<file path="src/design/mbrx_pkg.sv">
package mbrx_pkg;

  localparam int FRAME_BYTES    = 8;
  localparam int OVERFLOW_LIMIT = 64;
  localparam int CRC_SPAN       = 6;

  localparam int FILL_W = 6;
  localparam int WIN_IDX_W = $clog2(FRAME_BYTES);

  localparam logic [7:0]  FUNC_READ    = 8'd3;
  localparam logic [7:0]  OWN_ADDR_RST = 8'd1;
  localparam logic [15:0] CRC_INIT     = 16'hFFFF;
  localparam logic [15:0] CRC_POLY     = 16'hA001;

  localparam logic [2:0] ST_PENDING  = 3'd0;
  localparam logic [2:0] ST_ACCEPT   = 3'd1;
  localparam logic [2:0] ST_CRCFAIL  = 3'd2;
  localparam logic [2:0] ST_OTHER    = 3'd3;
  localparam logic [2:0] ST_OVERFLOW = 3'd4;

  // Fold one byte into the reflected Modbus CRC-16.
  function automatic logic [15:0] crc16_byte(input logic [15:0] crc_in,
                                             input logic [7:0]  data);
    logic [15:0] c;
    c = crc_in ^ {8'h00, data};
    for (int b = 0; b < 8; b++) begin
      c = c[0] ? ((c >> 1) ^ CRC_POLY) : (c >> 1);
    end
    return c;
  endfunction

endpackage

</file>
<file path="src/design/modbus_rtu_read_request_receiver_core.sv">
// Modbus RTU read-request receiver. Bytes enter on the rx_byte beat channel
// and each one produces exactly one result beat: status pending while a frame
// is still building, request accepted (with start register and register count)
// when an 8-byte function-3 frame carries a good CRC-16 and byte 0 equals
// own_address, CRC fail when the check fails (the oldest byte is dropped and
// the window keeps sliding), other station when the CRC is good but the address
// differs, and overflow after 64 bytes without a frame check. A byte that does
// not complete an armed frame gets its result straight from idle. A byte that
// completes one is stored, the byte-wide CRC unit steps over window bytes 0..5,
// and the verdict is compared and the window updated. Results sit in an output
// register, so the next byte is taken while an earlier result still waits, as
// long as that register is free or being drained. own_address resets to 1; the
// user must write it via cfg_we_i/cfg_wdata_i only while idle (not enforced).
module modbus_rtu_read_request_receiver_core (
  input  logic        clk_i,
  input  logic        rst_ni,
  input  logic        cfg_we_i,
  input  logic [7:0]  cfg_wdata_i,
  input  logic        in_valid_i,
  output logic        in_ready_o,
  input  logic [7:0]  rx_byte_i,
  output logic        out_valid_o,
  input  logic        out_ready_i,
  output logic [2:0]  status_o,
  output logic [15:0] start_register_o,
  output logic [15:0] register_count_o
);

  localparam logic [1:0] S_IDLE = 2'd0;
  localparam logic [1:0] S_CRC  = 2'd1;
  localparam logic [1:0] S_DONE = 2'd2;

  localparam int WIN_IDX_W = mbrx_pkg::WIN_IDX_W;
  localparam int FILL_W    = mbrx_pkg::FILL_W;

  logic [1:0]  state_q, state_d;
  logic [7:0]  own_addr_q;
  logic [7:0]  win_q [mbrx_pkg::FRAME_BYTES];
  logic [7:0]  win_d [mbrx_pkg::FRAME_BYTES];
  logic [FILL_W-1:0] fill_q, fill_d;
  logic        armed_q, armed_d;
  logic [15:0] crc_q, crc_d;
  logic [WIN_IDX_W-1:0] crc_idx_q, crc_idx_d;

  logic        out_valid_q, out_valid_d;
  logic [2:0]  status_q, status_d;
  logic [15:0] start_q, start_d;
  logic [15:0] count_q, count_d;

  logic        out_free;
  logic        in_fire;
  logic [FILL_W:0] fill_inc;
  logic [7:0]  win1_new;
  logic        armed_new;
  logic        crc_ok;

  assign out_free   = !out_valid_q || out_ready_i;
  assign in_ready_o = (state_q == S_IDLE) && out_free;
  assign in_fire    = in_valid_i && in_ready_o;

  assign fill_inc  = {1'b0, fill_q} + (FILL_W+1)'(1);
  assign win1_new  = (fill_q == FILL_W'(1)) ? rx_byte_i : win_q[1];
  assign armed_new = armed_q || (win1_new == mbrx_pkg::FUNC_READ);
  assign crc_ok    = (crc_q == {win_q[7], win_q[6]});

  always_comb begin
    state_d     = state_q;
    win_d       = win_q;
    fill_d      = fill_q;
    armed_d     = armed_q;
    crc_d       = crc_q;
    crc_idx_d   = crc_idx_q;
    status_d    = status_q;
    start_d     = start_q;
    count_d     = count_q;
    out_valid_d = out_valid_q;
    if (out_valid_q && out_ready_i) begin
      out_valid_d = 1'b0;
    end

    case (state_q)
      S_IDLE: begin
        if (in_fire) begin
          // Store the byte only while the window has room.
          if (fill_q < FILL_W'(mbrx_pkg::FRAME_BYTES)) begin
            win_d[fill_q[WIN_IDX_W-1:0]] = rx_byte_i;
          end
          armed_d = armed_new;
          if (armed_new && fill_inc == (FILL_W+1)'(mbrx_pkg::FRAME_BYTES)) begin
            // Frame complete: run the CRC over bytes 0..5.
            fill_d    = fill_inc[FILL_W-1:0];
            crc_d     = mbrx_pkg::CRC_INIT;
            crc_idx_d = '0;
            state_d   = S_CRC;
          end else begin
            out_valid_d = 1'b1;
            start_d     = '0;
            count_d     = '0;
            if (fill_inc >= (FILL_W+1)'(mbrx_pkg::OVERFLOW_LIMIT)) begin
              // Too many bytes without a check: drop the window, keep arming.
              status_d = mbrx_pkg::ST_OVERFLOW;
              fill_d   = '0;
              for (int i = 0; i < mbrx_pkg::FRAME_BYTES; i++) begin
                win_d[i] = '0;
              end
            end else begin
              status_d = mbrx_pkg::ST_PENDING;
              fill_d   = fill_inc[FILL_W-1:0];
            end
          end
        end
      end
      S_CRC: begin
        crc_d     = mbrx_pkg::crc16_byte(crc_q, win_q[crc_idx_q]);
        crc_idx_d = crc_idx_q + WIN_IDX_W'(1);
        if (crc_idx_q == WIN_IDX_W'(mbrx_pkg::CRC_SPAN - 1)) begin
          state_d = S_DONE;
        end
      end
      S_DONE: begin
        // Hold the verdict until the output register is free.
        if (out_free) begin
          out_valid_d = 1'b1;
          start_d     = '0;
          count_d     = '0;
          state_d     = S_IDLE;
          if (crc_ok) begin
            if (win_q[0] == own_addr_q) begin
              status_d = mbrx_pkg::ST_ACCEPT;
              start_d  = {win_q[2], win_q[3]};
              count_d  = {win_q[4], win_q[5]};
            end else begin
              status_d = mbrx_pkg::ST_OTHER;
            end
            for (int i = 0; i < mbrx_pkg::FRAME_BYTES; i++) begin
              win_d[i] = '0;
            end
            fill_d  = '0;
            armed_d = 1'b0;
          end else begin
            // Slide: drop the oldest byte, the last one keeps its value.
            status_d = mbrx_pkg::ST_CRCFAIL;
            for (int i = 0; i < mbrx_pkg::FRAME_BYTES - 1; i++) begin
              win_d[i] = win_q[i+1];
            end
            fill_d = FILL_W'(mbrx_pkg::FRAME_BYTES - 1);
          end
        end
      end
      default: begin
        state_d = S_IDLE;
      end
    endcase
  end

  always_ff @(posedge clk_i or negedge rst_ni) begin
    if (!rst_ni) begin
      state_q     <= S_IDLE;
      own_addr_q  <= mbrx_pkg::OWN_ADDR_RST;
      fill_q      <= '0;
      armed_q     <= 1'b0;
      out_valid_q <= 1'b0;
      for (int i = 0; i < mbrx_pkg::FRAME_BYTES; i++) begin
        win_q[i] <= '0;
      end
    end else begin
      state_q     <= state_d;
      fill_q      <= fill_d;
      armed_q     <= armed_d;
      out_valid_q <= out_valid_d;
      win_q       <= win_d;
      if (cfg_we_i) begin
        own_addr_q <= cfg_wdata_i;
      end
    end
  end

  always_ff @(posedge clk_i) begin
    crc_q     <= crc_d;
    crc_idx_q <= crc_idx_d;
    status_q  <= status_d;
    start_q   <= start_d;
    count_q   <= count_d;
  end

  assign out_valid_o      = out_valid_q;
  assign status_o         = status_q;
  assign start_register_o = start_q;
  assign register_count_o = count_q;

`ifndef NO_ASSERTIONS
  a_ready_only_idle: assert property (@(posedge clk_i) disable iff (!rst_ni)
    in_ready_o |-> state_q == S_IDLE)
    else $error("input ready outside idle");

  a_crc_idx_range: assert property (@(posedge clk_i) disable iff (!rst_ni)
    state_q == S_CRC |-> crc_idx_q < WIN_IDX_W'(mbrx_pkg::CRC_SPAN))
    else $error("CRC index past span");

  a_done_after_span: assert property (@(posedge clk_i) disable iff (!rst_ni)
    (state_q == S_CRC && crc_idx_q == WIN_IDX_W'(mbrx_pkg::CRC_SPAN - 1))
      |=> state_q == S_DONE)
    else $error("CRC sequence did not finish");

  a_armed_fill: assert property (@(posedge clk_i) disable iff (!rst_ni)
    armed_q |-> fill_q <= FILL_W'(mbrx_pkg::FRAME_BYTES))
    else $error("armed with fill past frame");

  a_status_code: assert property (@(posedge clk_i) disable iff (!rst_ni)
    out_valid_q |-> status_q <= mbrx_pkg::ST_OVERFLOW)
    else $error("bad status code");
`endif

endmodule
</file>
<file path="config.mk">
export PLATFORM = sky130hd
export DESIGN_NAME = modbus_rtu_read_request_receiver_core
export DESIGN_NICKNAME = d
export VERILOG_FILES = /design/src/design/mbrx_pkg.sv /design/src/design/modbus_rtu_read_request_receiver_core.sv
export SDC_FILE = /design/constraint.sdc
export NUM_CORES = 1
export LEC_CHECK = 0
export BUFFER_PORTS_ARGS = -buffer_cell sky130_fd_sc_hd__buf_2
export CAP_MARGIN = 20
export CELL_PAD_IN_SITES_DETAIL_PLACEMENT = 1
export CELL_PAD_IN_SITES_GLOBAL_PLACEMENT = 1
export CORE_ASPECT_RATIO = 0.7
export CORE_MARGIN = 5
export CORE_UTILIZATION = 40
export CTS_CLUSTER_DIAMETER = 200
export DETAILED_ROUTE_END_ITERATION = 12
export GPL_TIMING_DRIVEN = 1
export MAX_ROUTING_LAYER = met4
export PLACE_DENSITY_LB_ADDON = 0.1
export SLEW_MARGIN = 30
export SYNTH_ARGS = -nofsm -noshare
export SYNTH_HDL_FRONTEND = slang
export SYNTH_SLANG_ARGS = --single-unit
</file>
<file path="constraint.sdc">
create_clock -name clk_i -period 4.28 [get_ports clk_i]
set_clock_uncertainty 0.15 [all_clocks]
set_input_delay 0.428 -clock clk_i [delete_from_list [all_inputs] [get_ports clk_i]]
set_output_delay 0.428 -clock clk_i [all_outputs]
set_load 0.1 [all_outputs]
</file>
## Word-level counts from Yosys, hierarchy flattened

Index checks and enable logic that the tools add are counted.

- Add/sub/neg operators: 2
- Order comparisons: 5
- Equality and inequality tests: 14
- Muxes and demuxes: 66
- Bitwise gates (word level): 11
- Reductions and logical operators: 16

Operators with widths:

| cell | count |
|---|---|
| $mux W64 | 5 |
| $mux W16 | 18 |
| $pmux W64 S2 | 1 |
| $pmux W16 S2 | 3 |
| $bwmux W64 | 1 |
| $mux W56 | 1 |
| $mux W8 | 5 |
| $bmux W8 S3 | 1 |
| $demux W8 S3 | 1 |
| $mux W3 | 8 |
| $mux W6 | 4 |
| $not A2 Y3 | 8 |
| $eq A16 B16 Y1 | 1 |
| $xor A16 B8 Y16 | 1 |
| $pmux W3 S2 | 2 |
| $pmux W6 S2 | 1 |
| $reduce_and A4 Y1 | 3 |
| $mux W2 | 5 |
| $ne A2 B2 Y1 const B | 5 |
| $eq A8 B2 Y1 const B | 1 |
| $eq A8 B8 Y1 | 1 |
| $ge A4 B4 Y1 const B | 2 |
| $not A3 Y4 | 2 |
| $add A6 B1 Y7 const B | 1 |
| other kinds (19) | 33 |

- Flip-flop bits (word level): 136
- Input port bits: 21
- Logic and storage cells: 132

## Longest topological paths before layout

Gate-level depths: netlist of run 1.

- Word-level depth: 22
- Depth in mapped cells: 9

## Least setup slack after synthesis of run 1

Ideal clock, no wire load.

- Kind: flip-flop to flip-flop
- Start: reg out_valid_q (netlist: out_valid_o)
- End: reg crc_idx_q[0], enable pin
- Library setup time: 0.376 ns
- Data arrival time: 4.071 ns
- Required time: 3.754 ns
- Path slack: -0.317 ns
- Cell stages (with the launch flop): 6
- Period minus slack after synthesis: 4.597 ns
- Path through: dfrtp_1 nor2b_1 nor3_1 and2_1 nand2_1 nand2_1

- Longest elaborated chain between the ends: 6

Ends and longest elaborated chain:

| element | RTL line | RTL |
|---|---|---|
| start: declaration | modbus_rtu_read_request_receiver_core.sv:45 | `logic out_valid_q, out_valid_d;` |
| start signal: assignment | modbus_rtu_read_request_receiver_core.sv:170 | `out_valid_q <= out_valid_d;` |
| $logic_not A1 Y1 | modbus_rtu_read_request_receiver_core.sv:57 | `assign out_free = !out_valid_q \|\| out_ready_i;` |
| $logic_or A1 B1 Y1 | modbus_rtu_read_request_receiver_core.sv:57 |  |
| $logic_and A1 B1 Y1 | modbus_rtu_read_request_receiver_core.sv:58 | `assign in_ready_o = (state_q == S_IDLE) && out_free;` |
| via in_ready_o | modbus_rtu_read_request_receiver_core.sv:20 | `output logic in_ready_o,` |
| $logic_and A1 B1 Y1 | modbus_rtu_read_request_receiver_core.sv:59 | `assign in_fire = in_valid_i && in_ready_o;` |
| $ne A2 B2 Y1 (no line) | n/a |  |
| $reduce_and A3 Y1 (no line) | n/a |  |
| end signal: assignment | modbus_rtu_read_request_receiver_core.sv:180 | `crc_idx_q <= crc_idx_d;` |
| end: declaration | modbus_rtu_read_request_receiver_core.sv:43 | `logic [WIN_IDX_W-1:0] crc_idx_q, crc_idx_d;` |

The timed path passes the listed nets, and every way through them passes these cells.
A chain may end at the register's enable or synchronous reset.

## Final worst setup path of run 1

- Start: reg crc_idx_q[1]
- End: reg crc_q[0], data pin

- Longest elaborated chain between the ends: 15
- Elaborated cells between the ends (all ways): 21

Ends and longest elaborated chain:

| element | RTL line | RTL |
|---|---|---|
| $not A3 Y4 (not written as such) * | modbus_rtu_read_request_receiver_core.sv:114 | `crc_d = mbrx_pkg::crc16_byte(crc_q, win_q[crc_idx_q]);` |
| $bmux W8 S3 * | modbus_rtu_read_request_receiver_core.sv:114 |  |
| $mux W8 (not written as such) * (2 in series) | modbus_rtu_read_request_receiver_core.sv:114 |  |
| $xor A16 B8 Y16 * | mbrx_pkg.sv:25 | `c = crc_in ^ {8'h00, data};` |
| $mux W16 * (6 in series) | mbrx_pkg.sv:27 | `c = c[0] ? ((c >> 1) ^ CRC_POLY) : (c >> 1);` |
| $not A2 Y3 (no line) / $mux W16 (equally long branches) | n/a |  |
| $mux W16 * (2 in series) | mbrx_pkg.sv:27 |  |
| $pmux W16 S2 * | modbus_rtu_read_request_receiver_core.sv:81 | `case (state_q)` |
| end signal: assignment | modbus_rtu_read_request_receiver_core.sv:179 | `crc_q <= crc_d;` |
| end: declaration | modbus_rtu_read_request_receiver_core.sv:42 | `logic [15:0] crc_q, crc_d;` |

Mark *: on every way between the ends. The rest lies on a longest branch, timed or not. The select of a mux whose other input is x is not followed.

==> impl_metrics.tcl, run 1 <==
set metrics [dict create \
    grt_pass1_vias 5147 \
    place_inst 841 \
    switching_share 0.3609 \
    cp_max_fo 14 \
    core_um2 17120 \
    cp-start-kind "flip-flop" \
    cts_buffer_depth 2 \
    vias_per_cell 5.680 \
    rows 40 \
    io_pins 58 \
    comb_power_share 0.284 \
    cap_violations 0 \
    ys_ff_latch 136 \
    grtUsageMet2 0.3190 \
    slew_headroom 0.3884 \
    area_growth_pct 15.97 \
    power_frac_seq 0.415 \
    first_iter_violations 335 \
    drc_errors 0 \
    crit_type "flip-flop to flip-flop" \
    end_kind "flip-flop" \
    drive_gt1_frac 0.2031 \
    start_util 0.4056 \
    diodes 0 \
    crit_slowest_cell "edfxtp_1" \
    grt_remaining_overflow 0 \
    max_freq_mhz 313.9 \
    period_minus_slack_ps 3186 \
    cts_buffers 17 \
    cts_resized 0 \
    mostFrequentLayoutCell "dfrtp_1" \
    dieHeight_um 120.2 \
    fin_ws_ps 1094 \
    worstPathArrival_ps 3190 \
    rrSetupSlack_ps 1090 \
    insertion_delay_ps 430 \
    cts_hold_buf 1 \
    cts_tree "done" \
    antenna_found_initial 0 \
    fin_setup_tns_ps 0 \
    final_hold_viol_count 0 \
    outcome "finished, final reports clean" \
    vias 4976 \
    ys.warnings.count 0 \
    cts_setup_buffers 0 \
    synth_edf_count 54 \
    synth_flop_cell "dfrtp_1" \
    fin_util 0.4703 \
    tightestPinTransition_ps 917.3 \
    globalRouteMet1Util 0.3172 \
    p_leak_nw 3.695 \
    grt_max_degree 43 \
    grt_pass1_wl_um 32640 \
    gp_congestion 0.9281 \
    multi_input_area_um2 3122 \
    fillers 1830 \
    p_per_area_nw_per_um2 579.2 \
    post-place-ws_ps 993.3 \
    ys_async_sr_fraction 0.6029 \
    dp_hpwl_um 15330 \
    seq_area_um2 3675 \
    grt_usage 0.2218 \
    clockPowerShare 0.301 \
    synth_cell_types 53 \
    stdcell_count 876 \
    setup_viol 0 \
    portBuffers 57 \
    nets 657 \
    drt-pass1-iter-count 4 \
    routed_wl_um 20950 \
    path_cells "buf_4 -> mux2i_1 -> a221oi_1 -> xnor2_1 -> xnor3_2 -> xnor3_1 -> nand2_1" \
    clock-sinks 136 \
    peakVddDrop_v 0.0002606 \
    final_max_slew_viol_count 0 \
    max_stage_delay_ps 750 \
    syn_nets 607 \
    h-tree-depth 4 \
    grt_use_met3 0.04804 \
    rsz0062_at_grt "false" \
    power.internal_mw 2.980 \
    clk_pin_slew_worst_paths_ps 60 \
    ys_seq_area_frac 0.5294 \
    p_sw_mw 1.683 \
    crit_required_ps 4280 \
    layout_common_cells "dfrtp_1 (81), buf_2 (56), edfxtp_1 (54), nor2b_1 (47), a221o_1 (44)" \
    syn_inst 582 \
    clockRootBuffer "clkbuf_16" \
    wl_per_cell_um 23.92 \
    die_w_um 167.5 \
    synth_area_um2 6942 \
    hp-class "primary input to flip-flop" \
    dieArea_um2 20130 \
    p_total_mw 4.662 \
    avgSynthCellArea_um2 11.93 \
    period_share 0.7444 \
    drtAntennaViolNets 0 \
    busiest_layer "met2" \
]
flip-flops by register name, summed over array words and instances, names as in the netlist, 2 cells and up:
| signal | flops |
|---|---|
| start_register_o | 16 |
| state_q | 2 |
| register_count_o | 16 |
| status_o | 3 |
| crc_idx_q | 3 |
| own_addr_q | 8 |
| fill_q | 6 |
| crc_q | 16 |
| win_q | 64 |
routing by layer:
metal | share of wire | wire [um] | vias up
li1 | - | - | 2233
met1 | 0.48 | 10100 | 2566
met2 | 0.45 | 9342 | 153
met3 | 0.054 | 1141 | 24
met4 | 0.017 | 362 | 0
met5 | 0 | 0 | -
final timing paths:
kind | start | endpoint | cells after the start
worst max-delay path | crc_idx_q[1] | crc_q[0] | 7
worst min-delay path | cfg_wdata_i[2] | own_addr_q[2] | 2
worst max register to register | crc_idx_q[1] | crc_q[0] | 7
worst min register to register | own_addr_q[3] | own_addr_q[3] | 1
max in group asynchronous | rst_ni | win_q[18] | 3
min in group asynchronous | rst_ni | fill_q[4] | 2
power by group through the flow:
stage	logic, mW	clock network (mW)	registers [mW]
finish	1.33	1.40	1.93
global route	1.44	1.49	1.96
CTS	1.32	1.42	1.93
detailed placement	1.31	0	1.95
global placement	1.27	0	1.95
floorplan	0.975	0	1.86
Yosys cell counts (all sizes together), types with 3 or more instances:
master,instances,area share
nor3,8,0.0072
nand3,7,0.0050
nor2b,48,0.043
clkbuf,24,0.013
xnor3,4,0.013
xor2,21,0.026
o21ai,20,0.014
a221oi,3,0.0072
xnor2,24,0.032
edfxtp,54,0.23
and2,35,0.032
ha,4,0.0072
nor4,8,0.0072
nand4,7,0.0063
dfrtp,81,0.29
o22ai,4,0.0036
nor2,29,0.016
buf,11,0.012
a221o,44,0.063
nand2,43,0.023
mux2,15,0.024
mux2i,40,0.058
mux4,5,0.016
a21oi,9,0.0065
and3,4,0.0036
inv,3,0.0016
nand2b,9,0.0081
through the flow:
stage / area (um^2) / hold WS (ps)
after CTS: 7999 / 63.23
after global routing: 8050 / 74.40
after global placement: 7431 / 306.9
after floorplan: 6947 / -17.59
final: 8050 / 79.64
after detailed placement: 7433 / 321.1
critical path: cells and delay by family (launching register included):
kind,cells,cell delay [ps]
xor+xnor,3,1090
flops,1,750
buf+inv,1,320
compound gates,1,450
simple gates,1,50
mux,1,100
area by class of cell:
class,instances,area share
multi-input cells,408,0.3878
well taps,231,0.03590
repair buffers,66,0.04942
flip-flops and latches,136,0.4565
clock buffers,19,0.05378
clock inverters,13,0.01523
inverters,3,0.001399
logic make-up (layout without fill, tap and decap cells):
kind of cell	Yosys count	in the layout	share of synthesized area
muxes	60	60	0.09823
adders and majority gates	4	4	0.007210
xor gates and xnor gates	49	49	0.07228
AOI/OAI and AO/OA	92	92	0.1096
buffers and inverters	38	101	0.02632
and+or+nand+nor	203	203	0.1570
DFF	136	136	0.5294
Note: power is estimated with default switching activity, not from simulation.
==> run 2, diff against run 1 <==
==> constraint.sdc (replaced) <==
create_clock -name clk_i -period 3.3 [get_ports clk_i]
set_clock_uncertainty 0.15 [all_clocks]
set_input_delay 0.33 -clock clk_i [delete_from_list [all_inputs] [get_ports clk_i]]
set_output_delay 0.33 -clock clk_i [all_outputs]
set_load 0.1 [all_outputs]
==> run 2 against run 1 <==
Clock-buffer cell count shrank 1. Sequential power grew 30%. Power grew 33%. Register-to-register slack lost 730 ps. First-iteration DRC count grew 31%. Non-clock buffer count grew 25. Die area is the same. Routed wire length grew 0.92%. Combinational power grew 34%.
==> impl_metrics.tcl, run 2 (synthesized netlist as in run 1, its figures left out) <==
set metrics [dict create \
    outcome "finished, final reports clean" \
    cts_buffers 17 \
    dp_hpwl_um 15280 \
    grt_pass1_vias 5354 \
    p_sw_mw 2.259 \
    power.internal_mw 3.959 \
    clockRootBuffer "clkbuf_16" \
    final_hold_viol_count 0 \
    first_iter_violations 438 \
    grt_use_met3 0.05392 \
    mostFrequentLayoutCell "dfrtp_1" \
    slew_headroom 0.4505 \
    reg2reg_from "crc_idx_q[1]" \
    cts_resized 0 \
    path_cells "mux2_2 -> o22ai_1 -> a221oi_1 -> xnor2_1 -> xnor3_2 -> xnor3_1 -> nand2_1" \
    worstHoldStart "in_valid_i" \
    busiest_layer "met2" \
    max_freq_mhz 340.7 \
    io_pins 58 \
    crit_slowest_cell "edfxtp_1" \
    antenna_found_initial 0 \
    cts_hold_buf 9 \
    clk_pin_slew_worst_paths_ps 60 \
    p_leak_nw 3.835 \
    grt_max_degree 58 \
    power_frac_seq 0.402 \
    h-tree-depth 4 \
    clockPowerShare 0.312 \
    insertion_delay_ps 430 \
    end_kind "flip-flop" \
    rsz0062_at_grt "false" \
    crit_required_ps 3330 \
    regMostFlops "win_q" \
    period_share 0.8895 \
    grt_usage 0.2253 \
    drt-pass1-iter-count 5 \
    peakVddDrop_v 0.0004114 \
    grtUsageMet2 0.3346 \
    path_buf_inv 0 \
    vias_per_cell 5.636 \
    drive_gt1_frac 0.2209 \
    core_um2 17120 \
    die_w_um 167.5 \
    final_max_slew_viol_count 0 \
    portBuffers 57 \
    area_growth_pct 19.57 \
    cp-start-kind "flip-flop" \
    holdWs_ps 62.53 \
    critical-path-top-delay-family "XOR/XNOR gates" \
    setup_viol 0 \
    rows 40 \
    grt_pass1_wl_um 33290 \
    globalRouteMet1Util 0.3147 \
    hp-class "primary input to flip-flop" \
    start_util 0.4056 \
    dieHeight_um 120.2 \
    clock-sinks 136 \
    post-place-ws_ps 379.7 \
    grt_remaining_overflow 0 \
    tightestPinTransition_ps 821.2 \
    cts_buffer_depth 2 \
    largest_reg_flops 64 \
    crit_start "crc_idx_q[1]" \
    wl_per_cell_um 23.47 \
    period_minus_slack_ps 2935 \
    cts_setup_buffers 0 \
    switching_share 0.3632 \
    fillers 1843 \
    p_per_area_nw_per_um2 749.1 \
    crit_type "flip-flop to flip-flop" \
    dieArea_um2 20130 \
    vias 5078 \
    cts_tree "done" \
    cap_violations 0 \
    cp_max_fo 10 \
    worstPathArrival_ps 2960 \
    routed_wl_um 21140 \
    drc_errors 0 \
    comb_power_share 0.286 \
    layout_common_cells "dfrtp_1 (81), buf_2 (56), edfxtp_1 (54), nor2b_1 (48), a221o_1 (44)" \
    fin_ws_ps 364.7 \
    drtAntennaViolNets 0 \
    diodes 0 \
    nets 682 \
    max_stage_delay_ps 630 \
    gp_congestion 0.9093 \
    fin_setup_tns_ps 0 \
]
run 2: worst paths after layout:
| kind | endpoint | slack, ps | cells past startpoint |
|---|---|---|---|
| max | crc_q[0] | 360 | 7 |
| min | armed_q | 60 | 3 |
| min in group asynchronous | own_addr_q[7] | 330 | 2 |
| min reg2reg | own_addr_q[7] | 380 | 1 |
| max reg2reg | crc_q[0] | 360 | 7 |
| max in group asynchronous | win_q[42] | 1940 | 3 |
run 2: through the flow:
stage	power, mW	instance area, um^2	std cells	util
after detailed placement	4.271	7589	859	0.4433
after global routing	6.521	8300	901	0.4849
after CTS	6.234	8273	900	0.4833
final	6.218	8300	901	0.4849
after floorplan	3.680	6955	582	-
after global placement	4.225	7585	859	0.4431
run 2: cell type report:
| type | instances | area [um^2] | share of cell area |
|---|---|---|---|
| timing repair buffer | 91 | 610.6 | 0.07356 |
| tap | 231 | 289.0 | 0.03482 |
| sequential | 136 | 3675 | 0.4427 |
| multi-input combinational | 408 | 3120 | 0.3759 |
| clock buffer | 18 | 439.2 | 0.05291 |
| inverter | 3 | 11.26 | 0.001357 |
| clock inverter | 14 | 155.1 | 0.01869 |
run 2: power groups by stage:
stage / registers (mW) / clock network [mW] / logic (mW)
finish: 2.50 / 1.94 / 1.78
global route: 2.53 / 2.07 / 1.92
CTS: 2.49 / 1.97 / 1.78
detailed placement: 2.52 / 0 / 1.75
global placement: 2.51 / 0 / 1.71
floorplan: 2.41 / 0 / 1.27
run 2: worst reg2reg max path, stage by stage (launching register included):
cell	delay (ps)
edfxtp_1	630
mux2_2	390
o22ai_1	160
a221oi_1	90
xnor2_1	360
xnor3_2	550
xnor3_1	290
nand2_1	50
run 2: metal layers:
layer | share of wire | wire length, um
met2 | 0.45 | 9417
met5 | 0 | 0
met1 | 0.49 | 10360
met3 | 0.050 | 1061
met4 | 0.015 | 308
==> run 3, diff against run 2 <==
--- a/config.mk
+++ b/config.mk
@@ -5,7 +5,7 @@
 export SDC_FILE = /design/constraint.sdc
 export NUM_CORES = 1
 export LEC_CHECK = 0
-export BUFFER_PORTS_ARGS = -buffer_cell sky130_fd_sc_hd__buf_2
+export BUFFER_PORTS_ARGS = -buffer_cell sky130_fd_sc_hd__buf_4
 export CAP_MARGIN = 20
 export CELL_PAD_IN_SITES_DETAIL_PLACEMENT = 1
 export CELL_PAD_IN_SITES_GLOBAL_PLACEMENT = 1
==> run 3 against run 2 <==
Critical endpoint unchanged. Utilization grew 0.53 points. Setup slack gained 33 ps. Cell count shrank 0.33%.
==> impl_metrics.tcl, run 3 (synthesized netlist as in run 1, its figures left out) <==
set metrics [dict create \
    final_max_slew_viol_count 0 \
    holdWs_ps 50.98 \
    cts_buffers 17 \
    max_freq_mhz 344.6 \
    dp_hpwl_um 15150 \
    portBuffers 57 \
    seq_area_um2 3675 \
    tightestPinTransition_ps 939.9 \
    outcome "finished, final reports clean" \
    drive_gt1_frac 0.2144 \
    cp-start-kind "flip-flop" \
    layout_common_cells "dfrtp_1 (81), buf_4 (76), edfxtp_1 (54), nor2b_1 (48), a221o_1 (44)" \
    drtAntennaViolNets 0 \
    fin_area_um2 8391 \
    stdcell_count 898 \
    area_growth_pct 20.87 \
    cap_violations 0 \
    fin_ws_ps 397.8 \
    grt_pass1_wl_um 32610 \
    nets 679 \
    max_stage_delay_ps 630 \
    cts_tree "done" \
    core_um2 17120 \
    setup_viol 0 \
    vias_per_cell 5.626 \
    path_cells "and2b_4 -> a221oi_1 -> xnor2_1 -> xnor3_2 -> xnor3_1 -> nand2_1" \
    worstPathArrival_ps 2930 \
    path_buf_inv 0 \
    mostFrequentLayoutCell "dfrtp_1" \
    p_total_mw 6.161 \
    crit_slowest_cell "edfxtp_1" \
    period_share 0.8794 \
    fin_util 0.4902 \
    clockRootBuffer "clkbuf_16" \
    first_iter_violations 395 \
    peakVddDrop_v 0.0003401 \
    rows 40 \
    p_leak_nw 3.842 \
    rrSetupSlack_ps 400 \
    insertion_delay_ps 430 \
    hp-class "primary input to flip-flop" \
    grt_remaining_overflow 0 \
    io_pins 58 \
    grt_max_degree 58 \
    place_inst 856 \
    dieHeight_um 120.2 \
    post-place-ws_ps 375.7 \
    vias 5052 \
    wl_per_cell_um 23.39 \
    routed_wl_um 21000 \
    clk_pin_slew_worst_paths_ps 60 \
    grt_usage 0.2202 \
    cts_buffer_depth 2 \
    largest_reg_flops 64 \
    cts_setup_buffers 0 \
    antenna_found_initial 1 \
    dieArea_um2 20130 \
    gp_congestion 0.8949 \
    crit_type "flip-flop to flip-flop" \
    p_per_area_nw_per_um2 734.3 \
    grt_pass1_vias 5266 \
    regMostFlops "win_q" \
    cp_max_fo 10 \
    fin_setup_tns_ps 0 \
    placed_area_um2 7702 \
    period_minus_slack_ps 2902 \
    drc_errors 0 \
    diodes 0 \
    multi_input_area_um2 3117 \
    start_util 0.4056 \
    die_w_um 167.5 \
    crit_required_ps 3330 \
    cts_resized 0 \
    clock-sinks 136 \
    end_kind "flip-flop" \
    slew_headroom 0.3676 \
    final_hold_viol_count 0 \
    h-tree-depth 4 \
    drt-pass1-iter-count 7 \
    rsz0062_at_grt "false" \
    fillers 1814 \
    critical-path-top-delay-family "XOR/XNOR gates" \
]
==> run 3: layout make-up <==
| type | instances | share of cell area |
|---|---|---|
| sequential | 136 | 0.4380 |
| multi-input combinational | 408 | 0.3715 |
| timing repair buffer | 88 | 0.08679 |
| clock buffer | 18 | 0.05115 |
| tap | 231 | 0.03445 |
| clock inverter | 14 | 0.01685 |
| inverter | 3 | 0.001342 |
==> run 3: power by group <==
part | switching, mW | internal [mW] | leakage (nW)
Clock | 0.806 | 1.06 | 0.271
Combinational | 0.973 | 0.841 | 1.92
Sequential | 0.450 | 2.04 | 1.65
==> run 3: path summary, 6_finish.rpt <==
check | depth (start not counted) | end | startpoint
worst min-delay path | 3 | armed_q | in_valid_i
worst max register to register | 6 | crc_q[0] | crc_idx_q[2]
min in group asynchronous | 2 | fill_q[2] | rst_ni
max in group asynchronous | 3 | win_q[50] | rst_ni
worst max-delay path | 6 | crc_q[0] | crc_idx_q[2]
worst min register to register | 1 | own_addr_q[7] | own_addr_q[7]
==> run 3: layer usage <==
metal,global-route usage,routed length [um]
met5,-,0
met4,0.05322,164
met3,0.04412,1138
met2,0.3160,9151
met1,0.3227,10550
==> run 3: worst register-to-register path, stage by stage (launching register included) <==
cell,delay (ps)
edfxtp_1,630
and2b_4,280
a221oi_1,430
xnor2_1,280
xnor3_2,550
xnor3_1,290
nand2_1,50
==> run 3: repair_timing <==
item,4_1_cts,5_1_grt
hold endpoints to repair,59,0
hold buffers,9,0
endpoints found under the setup margin,0,0
